### src/design/rau_pkg.sv
// Package: shared types, command codes and controller states of the rational arithmetic unit.
package rau_pkg;

	localparam int VALUE_WIDTH = 32;
	localparam int PROD_WIDTH  = 2 * VALUE_WIDTH + 2;
	localparam int MAG_WIDTH   = PROD_WIDTH - 1;
	localparam int CNT_WIDTH   = $clog2(MAG_WIDTH + 1);

	typedef enum logic [2:0] {
		CMD_LOAD    = 3'd0,
		CMD_ADD     = 3'd1,
		CMD_SUB     = 3'd2,
		CMD_MUL     = 3'd3,
		CMD_DIV     = 3'd4,
		CMD_COMPARE = 3'd5,
		CMD_RSVD6   = 3'd6,
		CMD_RSVD7   = 3'd7
	} cmd_t;

	typedef enum logic [1:0] {
		STAT_OK       = 2'd0,
		STAT_ZERO     = 2'd1,
		STAT_OVERFLOW = 2'd2,
		STAT_RSVD     = 2'd3
	} status_t;

	typedef struct packed {
		logic [2:0]         command;
		logic signed [31:0] operand_num;
		logic signed [31:0] operand_den;
	} in_word_t;

	typedef struct packed {
		logic signed [31:0] acc_num;
		logic signed [31:0] acc_den;
		logic               is_smaller;
		logic               is_equal;
		logic [1:0]         status;
	} out_word_t;

	typedef enum logic [3:0] {
		ST_IDLE,
		ST_MUL1,
		ST_MUL2,
		ST_MUL3,
		ST_FORM,
		ST_GCD_INIT,
		ST_GCD_DIV,
		ST_GCD_STEP,
		ST_RED_NUM,
		ST_RED_DEN,
		ST_FINISH,
		ST_OUT
	} state_t;

	// Controller to datapath.
	typedef struct packed {
		logic       capture;
		logic [1:0] mul_sel;
		logic       form;
		logic       gcd_init;
		logic       div_start;
		logic [1:0] div_sel;
		logic       gcd_step;
		logic       red_num;
		logic       finish;
	} dp_cmd_t;

	// Datapath to controller.
	typedef struct packed {
		logic arith;
		logic zero_zero;
		logic b_zero;
		logic div_done;
	} dp_stat_t;

endpackage

### src/design/rau_ctrl.sv
// Controller: sequences capture, products, GCD loop, reduction and output handshake.
module rau_ctrl (
	input  logic              clk,
	input  logic              arst_n,
	input  logic              in_valid,
	output logic              in_stall,
	output logic              out_valid,
	input  logic              out_stall,
	input  rau_pkg::dp_stat_t stat,
	output rau_pkg::dp_cmd_t  cmd
);

	rau_pkg::state_t state_q, state_d;

	always_ff @(posedge clk or negedge arst_n) begin
		if (!arst_n)
			state_q <= rau_pkg::ST_IDLE;
		else
			state_q <= state_d;
	end

	always_comb begin
		state_d     = state_q;
		cmd         = '0;
		cmd.mul_sel = 2'd3;
		in_stall    = 1'b1;
		out_valid   = 1'b0;
		unique case (state_q)
			rau_pkg::ST_IDLE: begin
				in_stall = 1'b0;
				if (in_valid) begin
					cmd.capture = 1'b1;
					state_d = rau_pkg::ST_MUL1;
				end
			end
			rau_pkg::ST_MUL1: begin cmd.mul_sel = 2'd0; state_d = rau_pkg::ST_MUL2; end
			rau_pkg::ST_MUL2: begin cmd.mul_sel = 2'd1; state_d = rau_pkg::ST_MUL3; end
			rau_pkg::ST_MUL3: begin cmd.mul_sel = 2'd2; state_d = rau_pkg::ST_FORM; end
			rau_pkg::ST_FORM: begin cmd.form = 1'b1; state_d = rau_pkg::ST_GCD_INIT; end
			rau_pkg::ST_GCD_INIT: begin
				if (!stat.arith || stat.zero_zero) begin
					state_d = rau_pkg::ST_FINISH;
				end else begin
					cmd.gcd_init = 1'b1;
					state_d = rau_pkg::ST_GCD_STEP;
				end
			end
			rau_pkg::ST_GCD_STEP: begin
				if (stat.b_zero) begin
					cmd.div_start = 1'b1;
					cmd.div_sel   = 2'd1;
					state_d = rau_pkg::ST_RED_NUM;
				end else begin
					cmd.div_start = 1'b1;
					cmd.div_sel   = 2'd0;
					state_d = rau_pkg::ST_GCD_DIV;
				end
			end
			rau_pkg::ST_GCD_DIV: begin
				if (stat.div_done) begin
					cmd.gcd_step = 1'b1;
					state_d = rau_pkg::ST_GCD_STEP;
				end
			end
			rau_pkg::ST_RED_NUM: begin
				if (stat.div_done) begin
					cmd.red_num   = 1'b1;
					cmd.div_start = 1'b1;
					cmd.div_sel   = 2'd2;
					state_d = rau_pkg::ST_RED_DEN;
				end
			end
			rau_pkg::ST_RED_DEN: begin
				if (stat.div_done)
					state_d = rau_pkg::ST_FINISH;
			end
			rau_pkg::ST_FINISH: begin cmd.finish = 1'b1; state_d = rau_pkg::ST_OUT; end
			rau_pkg::ST_OUT: begin
				out_valid = 1'b1;
				if (!out_stall)
					state_d = rau_pkg::ST_IDLE;
			end
			default: state_d = rau_pkg::ST_IDLE;
		endcase
	end

endmodule

### config.mk
export PLATFORM = sky130hd
export DESIGN_NAME = rau_ctrl
export DESIGN_NICKNAME = d
export VERILOG_FILES = /design/src/design/rau_pkg.sv /design/src/design/rau_ctrl.sv
export SDC_FILE = /design/constraint.sdc
export NUM_CORES = 1
export LEC_CHECK = 0
export BUFFER_PORTS_ARGS = -buffer_cell sky130_fd_sc_hd__buf_2
export CAP_MARGIN = 15
export CORE_AREA = 10 10 47 49
export DETAILED_ROUTE_END_ITERATION = 6
export DIE_AREA = 0 0 57 59
export GPL_ROUTABILITY_DRIVEN = 0
export GPL_TIMING_DRIVEN = 1
export PLACE_DENSITY = 0.58
export SKIP_LAST_GASP = 1
export SYNTH_ARGS = -nofsm -noshare
export SYNTH_HDL_FRONTEND = slang
export SYNTH_SLANG_ARGS = --single-unit
### constraint.sdc
create_clock -name clk -period 4.3 [get_ports clk]
set_clock_uncertainty 0.2 [all_clocks]
set_input_delay 0.43 -clock clk [delete_from_list [all_inputs] [get_ports clk]]
set_output_delay 0.43 -clock clk [all_outputs]
set_load 0.01 [all_outputs]
==> results.md <==
- Vias: between 400 and 500
- Rows: 14
- Hold Path Class: input pin to asynchronous set/reset pin
- Hpwl dp: a little over 900 µm
- Worst-path clk slew: around 0.04 ns
- Area of the mapped netlist: 422 µm²
- Synth warn: 0
- Global route overflow: 0
- Largest net degree at the start of global routing: 16
- Fin Setup TNS: 0 ns
- DR iter-0 viols: 3
- CTS sink cnt: 4
- CP delay by family, top: flip-flops
- RSZ-0062 raised after global routing: no
- Mapped Cells: 55
- Clk Tree Root Cell: clkbuf_4
- Synthesis-to-layout area growth: 30.0%
- FF+latch area: 100 µm²
- Chip width: 57 µm
- Clk buf depth: 2
- Post-route ant nets: 0
- Total power: around 350 µW
- Largest register by flop count: state_q
- Crit path required time: 3.67 ns
- Largest registers: state_q x4
- Boundary Pins: 21
- EDFF count, synth: 0
- CTS tree: built
- Htree depth: 1
- Setup crit start kind: flip-flop
- ANT cells: 0
- First-pass GRT wire length: around 2000 µm
- Most frequent cell after synthesis: nand2_1
- CP max FO: 9
- Area of the multi-input gates: 295 µm²
- Pwr Density: around 640 mW/mm²
- Vias in the first global route: between 400 and 500
- Port Buffers: 20
- Crit-path slowest cell: dfrtp_1
- Syn Area/Cell: around 7.7 µm²
- Worst setup margin: approximately 2.1 ns
- Pre-Repair DR Iteration Count: 2
- DR vias/cell: between 4 and 5
- Fin crit share: 50.1%
- Outcome: finished clean
- Yosys cell types: 21
- Area share of the largest cell type after synthesis: 23.7%
- Synth area leader: dfrtp_1
- Initial core utilization: around 30%
- Synth area leaders: dfrtp_1, and3_1, nor2b_1
- Slew @ Worst Pin: about 0.38 ns
- Fillers: 160
- Total track usage: 7.30%
- Drt total wl: 1160 µm
- Core area: roughly 0.0014 mm²
- Ys flop type: dfrtp_1
- Share of cells above drive strength 1: 37.3%
- Syn_nets: 63
- Max FFs per register: 4
- Final nets: 85
- Top cells by count, synth: nand2_1, o21ai_0, and3_1, nor2_1, nor2b_1
- Die footprint: about 0.0034 mm²
- Hold slack: between 0.3 and 0.4 ns
- Wire per inst: ~13 µm
- Critical Path AT: roughly 1.5 ns
- Die Y: about 59 µm
- Asr flop ratio synth: 100%
- Post-layout min period: roughly 2.2 ns
- Fmax: approximately 460 MHz
- Max_slew headroom: about three quarters
- CP Cell Sequence: nor2b_1, and3_1, a31o_2, buf_2
- Setup violators final: 0
- Clk_lat worst skew: roughly 0.23 ns
- WP buf/inv: 1
- Max Slew Vio Count: 0
- DRC: 0
- CP Capture Type: output pin
- Maxcap violations: 0
- Initial antenna violation count: 0
- Setup WS pre-CTS: between 2 and 2.5 ns
- Static leakage power: ~0.28 nW
- Number of synthesized register bits: 4
- Seq/Total Area, Yosys: a little under a quarter
- Worst setup path class: flip-flop to output pin
- CP max stage delay: 0.54 ns
- Final Hold Violating Endpoints: 0
- VDD IR max: between 0.2 and 0.3 mV
- CTS buffer count: 3
logic make-up (layout without fill, tap and decap cells):
group,after synthesis,count (layout),share of synthesized area [%]
buffers and inverters,4,24,6.23
AO/OA/AOI/OAI,15,15,23.7
multiplexers,1,1,3.56
flip-flops,4,4,23.7
AND/OR/NAND/NOR,31,31,42.7
path summary, 6_finish.rpt:
path	start	end	slack, ns	depth (start not counted)
max	state_q[3]$_DFFE_PN0P_	cmd[5]	2.15	4
min	arst_n	state_q[3]$_DFFE_PN0P_	0.33	2
max reg2reg	state_q[1]$_DFFE_PN0P_	state_q[3]$_DFFE_PN0P_	2.50	4
min reg2reg	state_q[3]$_DFFE_PN0P_	state_q[2]$_DFFE_PN0P_	0.45	1
max in group asynchronous	arst_n	state_q[1]$_DFFE_PN0P_	3.46	2
min in group clk	stat[1]	state_q[1]$_DFFE_PN0P_	0.38	4
cells in the final DEF (no fill, tap or decap):
cell type	Yosys	layout
a21oi_1	2	2
a2bb2oi_1	1	1
a31o_2	2	2
a32oi_1	1	1
a41oi_1	1	1
and2_1	2	2
and3_1	5	5
and4_1	1	1
buf_2	3	20
clkbuf_4	0	3
dfrtp_1	4	4
dlygate4sd3_1	0	1
mux2_4	1	1
nand2_1	7	7
nand2b_1	4	4
nor2_1	5	5
nor2b_1	5	5
nor2b_4	1	1
nor4_2	1	1
o21a_1	1	1
o21ai_0	6	6
o22a_1	1	1
timing repair:
action                    in CTS  in global routing
hold buffers                   1                  0
hold endpoints to repair       4                  0
resized for setup              0                  0
setup buffers                  0                  0
cell type report:
| cell class | instances | area share, % |
|---|---|---|
| Clock buffer | 3 | 4.11 |
| Multi-Input combinational cell | 47 | 53.9 |
| Sequential cell | 4 | 18.3 |
| Tap cell | 16 | 3.65 |
| Timing Repair Buffer | 21 | 20.1 |
worst register-to-register path: stages (launching register included):
cell and delay (ns):
dfrtp_1 0.56, nor2b_1 0.29, a2bb2oi_1 0.10, o22a_1 0.23
mux2_4 0.31
layer usage:
metal	wire length (µm)	share of wire [%]	global-route usage, %	up-vias
met2	594	51	12.4	9
met4	0	0	3.02	0
met3	52	4.5	3.00	0
met5	0	0	0	-
met1	512	44	7.82	207
li1	-	-	-	236
stage by stage:
stage | area, µm² | utilization [%] | instances
6_report | 548 | 39.1 | 91
5_1_grt | 548 | 39.1 | 91
4_1_cts | 548 | 39.1 | 91
3_5_place_dp | 515 | 36.8 | 87
3_3_place_gp | 515 | 36.8 | 87
2_1_floorplan | 422 | - | 55
report_power, final:
group | total (mW) | switching [mW] | internal, mW | leakage [nW]
combinational | 0.198 | 0.0971 | 0.101 | 0.217
sequential | 0.106 | 0.0505 | 0.0550 | 0.0487
clock | 0.0458 | 0.0146 | 0.0312 | 0.0138
total | 0.349 | 0.162 | 0.187 | 0.279
No activity file was read; power rests on OpenSTA's default activity.
