## config.mk

```make
export PLATFORM = sky130hd
export DESIGN_NAME = rau_datapath
export DESIGN_NICKNAME = d
export VERILOG_FILES = /design/src/design/rau_pkg.sv /design/src/design/rau_divider.sv /design/src/design/rau_datapath.sv
export SDC_FILE = /design/constraint.sdc
export NUM_CORES = 2
export LEC_CHECK = 0
export BUFFER_PORTS_ARGS = -buffer_cell sky130_fd_sc_hd__buf_4
export CORE_MARGIN = 3
export CORE_UTILIZATION = 40
export CTS_CLUSTER_DIAMETER = 40
export CTS_CLUSTER_SIZE = 30
export DETAILED_ROUTE_END_ITERATION = 8
export PLACE_DENSITY = 0.65
export RECOVER_POWER = 50
export SLEW_MARGIN = 20
export SYNTH_ARGS = -nofsm -noshare
export SYNTH_HDL_FRONTEND = slang
export SYNTH_SLANG_ARGS = --single-unit
export TNS_END_PERCENT = 10
```

## constraint.sdc

```tcl
create_clock -name clk -period 11.11 [get_ports clk]
set_input_delay 1.111 -clock clk [delete_from_list [all_inputs] [get_ports clk]]
set_output_delay 1.111 -clock clk [all_outputs]
set_load 0.03 [all_outputs]
```

## src/design/rau_pkg.sv

```systemverilog
// Package: shared types, command codes and controller states of the rational arithmetic unit.
package rau_pkg;

	localparam int VALUE_WIDTH = 32;
	localparam int PROD_WIDTH  = 2 * VALUE_WIDTH + 2;
	localparam int MAG_WIDTH   = PROD_WIDTH - 1;
	localparam int CNT_WIDTH   = $clog2(MAG_WIDTH + 1);

	typedef enum logic [2:0] {
		CMD_LOAD    = 3'd0,
		CMD_ADD     = 3'd1,
		CMD_SUB     = 3'd2,
		CMD_MUL     = 3'd3,
		CMD_DIV     = 3'd4,
		CMD_COMPARE = 3'd5,
		CMD_RSVD6   = 3'd6,
		CMD_RSVD7   = 3'd7
	} cmd_t;

	typedef enum logic [1:0] {
		STAT_OK       = 2'd0,
		STAT_ZERO     = 2'd1,
		STAT_OVERFLOW = 2'd2,
		STAT_RSVD     = 2'd3
	} status_t;

	typedef struct packed {
		logic [2:0]         command;
		logic signed [31:0] operand_num;
		logic signed [31:0] operand_den;
	} in_word_t;

	typedef struct packed {
		logic signed [31:0] acc_num;
		logic signed [31:0] acc_den;
		logic               is_smaller;
		logic               is_equal;
		logic [1:0]         status;
	} out_word_t;

	typedef enum logic [3:0] {
		ST_IDLE,
		ST_MUL1,
		ST_MUL2,
		ST_MUL3,
		ST_FORM,
		ST_GCD_INIT,
		ST_GCD_DIV,
		ST_GCD_STEP,
		ST_RED_NUM,
		ST_RED_DEN,
		ST_FINISH,
		ST_OUT
	} state_t;

	// Controller to datapath.
	typedef struct packed {
		logic       capture;
		logic [1:0] mul_sel;
		logic       form;
		logic       gcd_init;
		logic       div_start;
		logic [1:0] div_sel;
		logic       gcd_step;
		logic       red_num;
		logic       finish;
	} dp_cmd_t;

	// Datapath to controller.
	typedef struct packed {
		logic arith;
		logic zero_zero;
		logic b_zero;
		logic div_done;
	} dp_stat_t;

endpackage

```

## src/design/rau_divider.sv

```systemverilog
// Restoring divider: unsigned magnitude quotient and remainder, one bit per cycle.
module rau_divider (
	input  logic                                 clk,
	input  logic                                 arst_n,
	input  logic                                 start,
	input  logic [rau_pkg::MAG_WIDTH-1:0]        dividend,
	input  logic [rau_pkg::MAG_WIDTH-1:0]        divisor,
	output logic                                 done,
	output logic [rau_pkg::MAG_WIDTH-1:0]        quotient,
	output logic [rau_pkg::MAG_WIDTH-1:0]        remainder
);

	logic [rau_pkg::MAG_WIDTH-1:0] quo_q;
	logic [rau_pkg::MAG_WIDTH-1:0] rem_q;
	logic [rau_pkg::MAG_WIDTH-1:0] dvs_q;
	logic [rau_pkg::CNT_WIDTH-1:0] cnt_q;
	logic                          busy_q;
	logic [rau_pkg::MAG_WIDTH:0]   trial;
	logic [rau_pkg::MAG_WIDTH:0]   diff;

	assign trial = {rem_q, quo_q[rau_pkg::MAG_WIDTH-1]};
	assign diff  = trial - {1'b0, dvs_q};

	always_ff @(posedge clk or negedge arst_n) begin
		if (!arst_n) begin
			busy_q <= 1'b0;
			cnt_q  <= '0;
		end else if (start) begin
			busy_q <= 1'b1;
			cnt_q  <= rau_pkg::CNT_WIDTH'(rau_pkg::MAG_WIDTH);
		end else if (busy_q) begin
			cnt_q <= cnt_q - 1'b1;
			if (cnt_q == rau_pkg::CNT_WIDTH'(1))
				busy_q <= 1'b0;
		end
	end

	always_ff @(posedge clk) begin
		if (start) begin
			quo_q <= dividend;
			rem_q <= '0;
			dvs_q <= divisor;
		end else if (busy_q) begin
			if (!diff[rau_pkg::MAG_WIDTH]) begin
				rem_q <= diff[rau_pkg::MAG_WIDTH-1:0];
				quo_q <= {quo_q[rau_pkg::MAG_WIDTH-2:0], 1'b1};
			end else begin
				rem_q <= trial[rau_pkg::MAG_WIDTH-1:0];
				quo_q <= {quo_q[rau_pkg::MAG_WIDTH-2:0], 1'b0};
			end
		end
	end

	assign done      = !busy_q;
	assign quotient  = quo_q;
	assign remainder = rem_q;

endmodule

```

## src/design/rau_datapath.sv

```systemverilog
// Datapath: accumulator, shared multiplier, GCD registers, reduction and compare.
module rau_datapath (
	input  logic                clk,
	input  logic                arst_n,
	input  rau_pkg::in_word_t   in_word,
	input  rau_pkg::dp_cmd_t    cmd,
	output rau_pkg::dp_stat_t   stat,
	output rau_pkg::out_word_t  result
);

	localparam int W  = rau_pkg::VALUE_WIDTH;
	localparam int PW = rau_pkg::PROD_WIDTH;
	localparam int MW = rau_pkg::MAG_WIDTH;

	logic signed [W-1:0]  hn_q, hd_q, on_q, od_q;
	rau_pkg::cmd_t        cmd_q;
	logic signed [2*W-1:0] p1_q, p2_q, p3_q;
	logic signed [PW-1:0] n_q, d_q;
	logic [MW-1:0]        a_q, b_q;
	logic [W-1:0]         rn_q;
	rau_pkg::out_word_t   res_q;

	logic signed [W-1:0]   mul_a, mul_b;
	logic signed [2*W-1:0] prod;
	logic [MW-1:0]         div_dividend, div_divisor, quo, rem;
	logic                  div_done;
	logic [MW-1:0]         n_mag, d_mag;
	logic signed [PW-1:0]  n_new, d_new;
	logic                  arith;

	// one shared signed multiplier, registered output
	always_comb begin
		unique case (cmd.mul_sel)
			2'd0: begin mul_a = hn_q; mul_b = od_q; end
			2'd1: begin
				mul_a = (cmd_q == rau_pkg::CMD_MUL) ? hn_q : on_q;
				mul_b = (cmd_q == rau_pkg::CMD_MUL) ? on_q : hd_q;
			end
			2'd2: begin
				mul_a = hd_q;
				mul_b = (cmd_q == rau_pkg::CMD_DIV) ? on_q : od_q;
			end
			default: begin mul_a = hn_q; mul_b = od_q; end
		endcase
	end
	assign prod = mul_a * mul_b;

	assign arith = (cmd_q == rau_pkg::CMD_LOAD) || (cmd_q == rau_pkg::CMD_ADD) ||
		(cmd_q == rau_pkg::CMD_SUB) || (cmd_q == rau_pkg::CMD_MUL) ||
		(cmd_q == rau_pkg::CMD_DIV);

	always_comb begin
		unique case (cmd_q)
			rau_pkg::CMD_LOAD: begin
				n_new = PW'(on_q);
				d_new = PW'(od_q);
			end
			rau_pkg::CMD_ADD: begin
				n_new = PW'(p1_q) + PW'(p2_q);
				d_new = PW'(p3_q);
			end
			rau_pkg::CMD_SUB: begin
				n_new = PW'(p1_q) - PW'(p2_q);
				d_new = PW'(p3_q);
			end
			rau_pkg::CMD_MUL: begin
				n_new = PW'(p2_q);
				d_new = PW'(p3_q);
			end
			rau_pkg::CMD_DIV: begin
				n_new = PW'(p1_q);
				d_new = PW'(p3_q);
			end
			default: begin
				n_new = '0;
				d_new = '0;
			end
		endcase
	end

	assign n_mag = n_q[PW-1] ? MW'(-n_q) : MW'(n_q);
	assign d_mag = d_q[PW-1] ? MW'(-d_q) : MW'(d_q);

	// divider serves GCD steps and both reductions
	always_comb begin
		unique case (cmd.div_sel)
			2'd0:    begin div_dividend = a_q;   div_divisor = b_q; end
			2'd1:    begin div_dividend = n_mag; div_divisor = a_q; end
			2'd2:    begin div_dividend = d_mag; div_divisor = a_q; end
			default: begin div_dividend = a_q;   div_divisor = b_q; end
		endcase
	end

	rau_divider u_div (
		.clk       (clk),
		.arst_n    (arst_n),
		.start     (cmd.div_start),
		.dividend  (div_dividend),
		.divisor   (div_divisor),
		.done      (div_done),
		.quotient  (quo),
		.remainder (rem)
	);

	// compare helpers
	logic [1:0] ca, cb;
	logic       lt, eq, neg;
	always_comb begin
		ca = (hd_q != 0) ? 2'd1 : (!hn_q[W-1] && hn_q != 0) ? 2'd2 : hn_q[W-1] ? 2'd0 : 2'd3;
		cb = (od_q != 0) ? 2'd1 : (!on_q[W-1] && on_q != 0) ? 2'd2 : on_q[W-1] ? 2'd0 : 2'd3;
		neg = hd_q[W-1] != od_q[W-1];
		lt = 1'b0;
		eq = 1'b0;
		if (ca == 2'd3 || cb == 2'd3) begin
			lt = 1'b0;
		end else if (ca == 2'd1 && cb == 2'd1) begin
			eq = p1_q == p2_q;
			lt = neg ? (p1_q > p2_q) : (p1_q < p2_q);
		end else begin
			lt = ca < cb;
			eq = ca == cb;
		end
	end

	logic signed [W-1:0] rn_s, rd_s;
	logic                ovf;
	always_comb begin
		rn_s = n_q[PW-1] ? W'(-rn_q) : W'(rn_q);
		rd_s = d_q[PW-1] ? W'(-quo) : W'(quo);
		ovf  = n_q[PW-1] ? (rn_q > (W'(1) << (W - 1))) : rn_q[W-1];
		if (quo[MW-1:W] != '0)
			ovf = 1'b1;
		if (d_q[PW-1] ? (quo[W-1:0] > (W'(1) << (W - 1))) : quo[W-1])
			ovf = 1'b1;
	end

	logic num_hi;
	always_ff @(posedge clk or negedge arst_n) begin
		if (!arst_n) begin
			hn_q   <= '0;
			hd_q   <= W'(1);
			num_hi <= 1'b0;
		end else begin
			if (cmd.red_num)
				num_hi <= quo[MW-1:W] != '0;
			if (cmd.finish && arith && !(n_q == 0 && d_q == 0) && !(ovf || num_hi)) begin
				hn_q <= rn_s;
				hd_q <= rd_s;
			end
		end
	end

	always_ff @(posedge clk) begin
		if (cmd.capture) begin
			cmd_q <= rau_pkg::cmd_t'(in_word.command);
			on_q  <= in_word.operand_num[W-1:0];
			od_q  <= in_word.operand_den[W-1:0];
		end
		unique case (cmd.mul_sel)
			2'd0: p1_q <= prod;
			2'd1: p2_q <= prod;
			2'd2: p3_q <= prod;
			default: p3_q <= p3_q;
		endcase
		if (cmd.form) begin
			n_q <= n_new;
			d_q <= d_new;
		end
		if (cmd.gcd_init) begin
			a_q <= n_mag;
			b_q <= d_mag;
		end
		if (cmd.gcd_step) begin
			a_q <= b_q;
			b_q <= rem;
		end
		if (cmd.red_num)
			rn_q <= quo[W-1:0];
		if (cmd.finish) begin
			res_q.is_smaller <= (cmd_q == rau_pkg::CMD_COMPARE) && lt;
			res_q.is_equal   <= (cmd_q == rau_pkg::CMD_COMPARE) && eq;
			if (!arith) begin
				res_q.status  <= rau_pkg::STAT_OK;
				res_q.acc_num <= hn_q;
				res_q.acc_den <= hd_q;
			end else if (n_q == 0 && d_q == 0) begin
				res_q.status  <= rau_pkg::STAT_ZERO;
				res_q.acc_num <= hn_q;
				res_q.acc_den <= hd_q;
			end else if (ovf || num_hi) begin
				res_q.status  <= rau_pkg::STAT_OVERFLOW;
				res_q.acc_num <= hn_q;
				res_q.acc_den <= hd_q;
			end else begin
				res_q.status  <= rau_pkg::STAT_OK;
				res_q.acc_num <= rn_s;
				res_q.acc_den <= rd_s;
			end
		end
	end

	assign stat.arith     = arith;
	assign stat.zero_zero = (n_q == 0) && (d_q == 0);
	assign stat.b_zero    = (b_q == '0);
	assign stat.div_done  = div_done;
	assign result         = res_q;

endmodule

```

==> summary.txt <==
Critical path
  – Worst setup path category: flip-flop to flip-flop
  – WP buf/inv: 8
  – Worst Path Arrival: 11.22 ns
  – CP top delay family: adder cells
  – Maximum fanout along the worst path: 8
  – Worst Setup Start Kind: flip-flop
  – Slowest CP cell: fa_1
  – Crit path capture type: flip-flop
  – Largest stage delay, worst path: 0.70 ns
  – Critical Path Most Common Cell: fa_1
  – WP depth: 34
  – Cells on worst reg2reg path: 34
  – RR Startpoint: cmd_q[1]$_DFFE_PP_
  – Worst Setup SP: cmd_q[1]$_DFFE_PP_
  – Worst EP required: 11.64 ns

CTS
  – Cts bufs inserted: 111
  – Post-CTS Setup Bufs: 0
  – Bufs on Longest Clock Path: 3
  – Hold bufs inserted after CTS: 0
  – H-tree depth: 3
  – CTS sink count: 886
  – Root buffer cell: clkbuf_16
  – Clock Latency Late Sink: 0.74 ns
  – Clk slew on worst S/H paths: 0.07 ns
  – CTS tree: built
  – Post-CTS sizing: 0

Final layout
  – # nets final: 10.8k
  – Layout cell share with drive strength beyond 1: 9.96%
  – Final Instance Area: 0.0980 mm2
  – Synth-to-Final Area Change: 10.2%

STA
  – Max Fclk: 93.5 MHz
  – Slew @ Worst Pin: 7.70 ns
  – Worst Skew: 0.0286 ns
  – Relative slew margins: -413%
  – Final hold viol count: 0
  – Setup TNS: 0 ns
  – Fin crit share: 96.3%
  – Final Setup Violations: 0
  – Pins Over Slew Limit: 1077
  – Minimum clock period: 10.69 ns
  – RSZ-0062 raised after global routing: false
  – Hold slack: 0.515 ns

Floorplan
  – Top Ports: 152
  – Die Span X: 478 um
  – Initial Utilization: 40.4%
  – Die area: 0.228 mm2
  – Core Box Area: 0.220 mm2
  – Height of the die: 478 um
  – Std-Cell Rows: 172

Logic synthesis
  – Syn_area_per_cell: 9.68 um2
  – Yosys top cell by area: edfxtp_1
  – Synth cell count leaders: inv_1, fa_1, nand2_1
  – Synth cell types: 86
  – Most common cell in the netlist: inv_1
  – Synthesized Nets: 10.7k
  – Asr flop ratio synth: 8.24%
  – Yosys reg bits: 886
  – Top_reg_cell synth: edfxtp_1
  – Register area share after synthesis: 28.8%
  – Syn Std Cell Area: 0.0889 mm2
  – Top cells by area, synth: edfxtp_1, fa_1, ha_1
  – Syn Inst Count: 9193
  – Yosys top cell area share: 25.3%
  – Synth warn: 0
  – Post-synth EDFFs: 748

Placement
  – # port buffers: 151
  – Final Wtd Congestion: 1.01
  – Placed cell area: 0.0945 mm2
  – HPWL after detailed placement: 276 mm

Drt
  – Initial DRC count: 7830
  – DRC errors left: 0
  – DR WL met2: 153 mm
  – Avg WL per Cell: 28.4 um
  – WL met3: 31.0 mm
  – Routed wire length: 348 mm
  – DRT Pass-1 Iters: 8
  – Antenna Nets Post-Route: 0
  – Top routing layer used: met5
  – Via count: 72.2k
  – WL met1: 147 mm
  – Via density: 5.89

Run status
  – Status: finished with violations
  – Failing checks: max-capacitance violations, max-slew violations

GRT
  – Vias in the first global route: 72.2k
  – Total grt overflow: 0
  – First-pass GRT wire length: 505 mm
  – Initial antenna violation count: 24
  – Tot GR Track Use: 30.0%
  – Pin count of the biggest net entering global routing: 152

Power and ir drop
  – Pwr per Cell Area: 196 mW/mm2
  – Peak supply drop: 0.000132 V
  – Leak pwr: 0.0420 uW

Hold path
  – Hold Path Stages: 0
  – Min-Delay Path Class: flip-flop to flip-flop
  – Worst Hold Launch: u_div.quotient[17]$_DFFE_PP_

Flow run
  – # Max-Cap Violations: 17
==> final cells by class <==
| class | count | area (um2) |
|---|---|---|
| Antenna cell | 5 | 12.5 |
| Fill cell | 21300 | 122000 |
| Timing Repair Buffer | 430 | 3160 |
| Sequential cell | 886 | 25600 |
| Multi-Input combinational cell | 6538 | 57000 |
| Clock buffer | 120 | 2850 |
| Clock inverter | 91 | 1070 |
| Tap cell | 2958 | 3700 |
| Inverter | 1236 | 4640 |
==> final timing paths <==
kind	end	slack (ns)
worst min register to register	rn_q[17]$_DFFE_PP_	0.51
worst max register to register	p2_q[62]$_DFFE_PP_	0.42
max in group asynchronous	hn_q[11]$_DFFE_PN0P_	6.52
worst max-delay path	p2_q[62]$_DFFE_PP_	0.42
min in group asynchronous	u_div.busy_q$_DFF_PN0_	0.65
worst min-delay path	rn_q[17]$_DFFE_PP_	0.51
==> kinds of logic after synthesis <==
kind of cell	Yosys count	synth area share, %
multiplexers	285	3.55
flip-flops	886	28.8
XOR/XNOR	312	3.07
buffers and inverters	1769	7.56
AO/OA/AOI/OAI	1876	14.4
AND/OR/NAND/NOR	2589	12.7
adder cells (fa/ha/maj)	1476	29.9
==> per-stage QoR <==
| stage | cells | util, % | worst slack (ns) | power [uW] |
|---|---|---|---|---|
| CTS | 12300 | 44.6 | 0.566 | 19100 |
| global placement | 12000 | 42.9 | 0.0442 | 15200 |
| floorplan | 9193 | - | 0.000959 | 11700 |
| finish | 12300 | 44.5 | 0.416 | 19200 |
| detailed placement | 12000 | 42.9 | 0.0253 | 15300 |
| global route | 12300 | 44.5 | 0.0109 | 20400 |
==> sequential cells by signal, summed over array words and instances (netlist names), 65 cells and up <==
register         flops
result              68
a_q                 65
b_q                 65
n_q                 65
u_div.dvs_q         65
u_div.quotient      65
u_div.remainder     65
==> per-layer routing <==
layer  up-vias  track usage (%)
met4        12             11.9
li1      31200                -
met5         -            0.714
met1     36800             42.2
met3       650             5.38
met2      3493             45.6
==> report_power, final <==
group | total (uW) | internal [uW] | switching (uW)
Clock | 3800 | 2160 | 1650
Sequential | 5760 | 4920 | 845
Combinational | 9680 | 3450 | 6220
Total | 19200 | 10500 | 8720
==> layout by cell type, fill, tap and decap left out, drive strengths merged, types with 43 or more instances in the layout <==
cell	count
xnor2	211
mux2	245
nor4	98
ha	391
a31oi	74
a221o	77
dfxtp	65
nand3	73
xor2	101
nand2	981
a21oi	417
inv	1274
o211ai	43
edfxtp	748
a22o	75
clkbuf	271
o31ai	89
nor2	956
a311oi	53
a22oi	85
or3	45
a221oi	102
nand4	59
nand2b	63
nor2b	75
dfrtp	72
nor3	76
a21o	151
o21bai	60
fa	1085
o21ai	375
buf	279
Note: power is estimated with default switching activity, not from simulation.
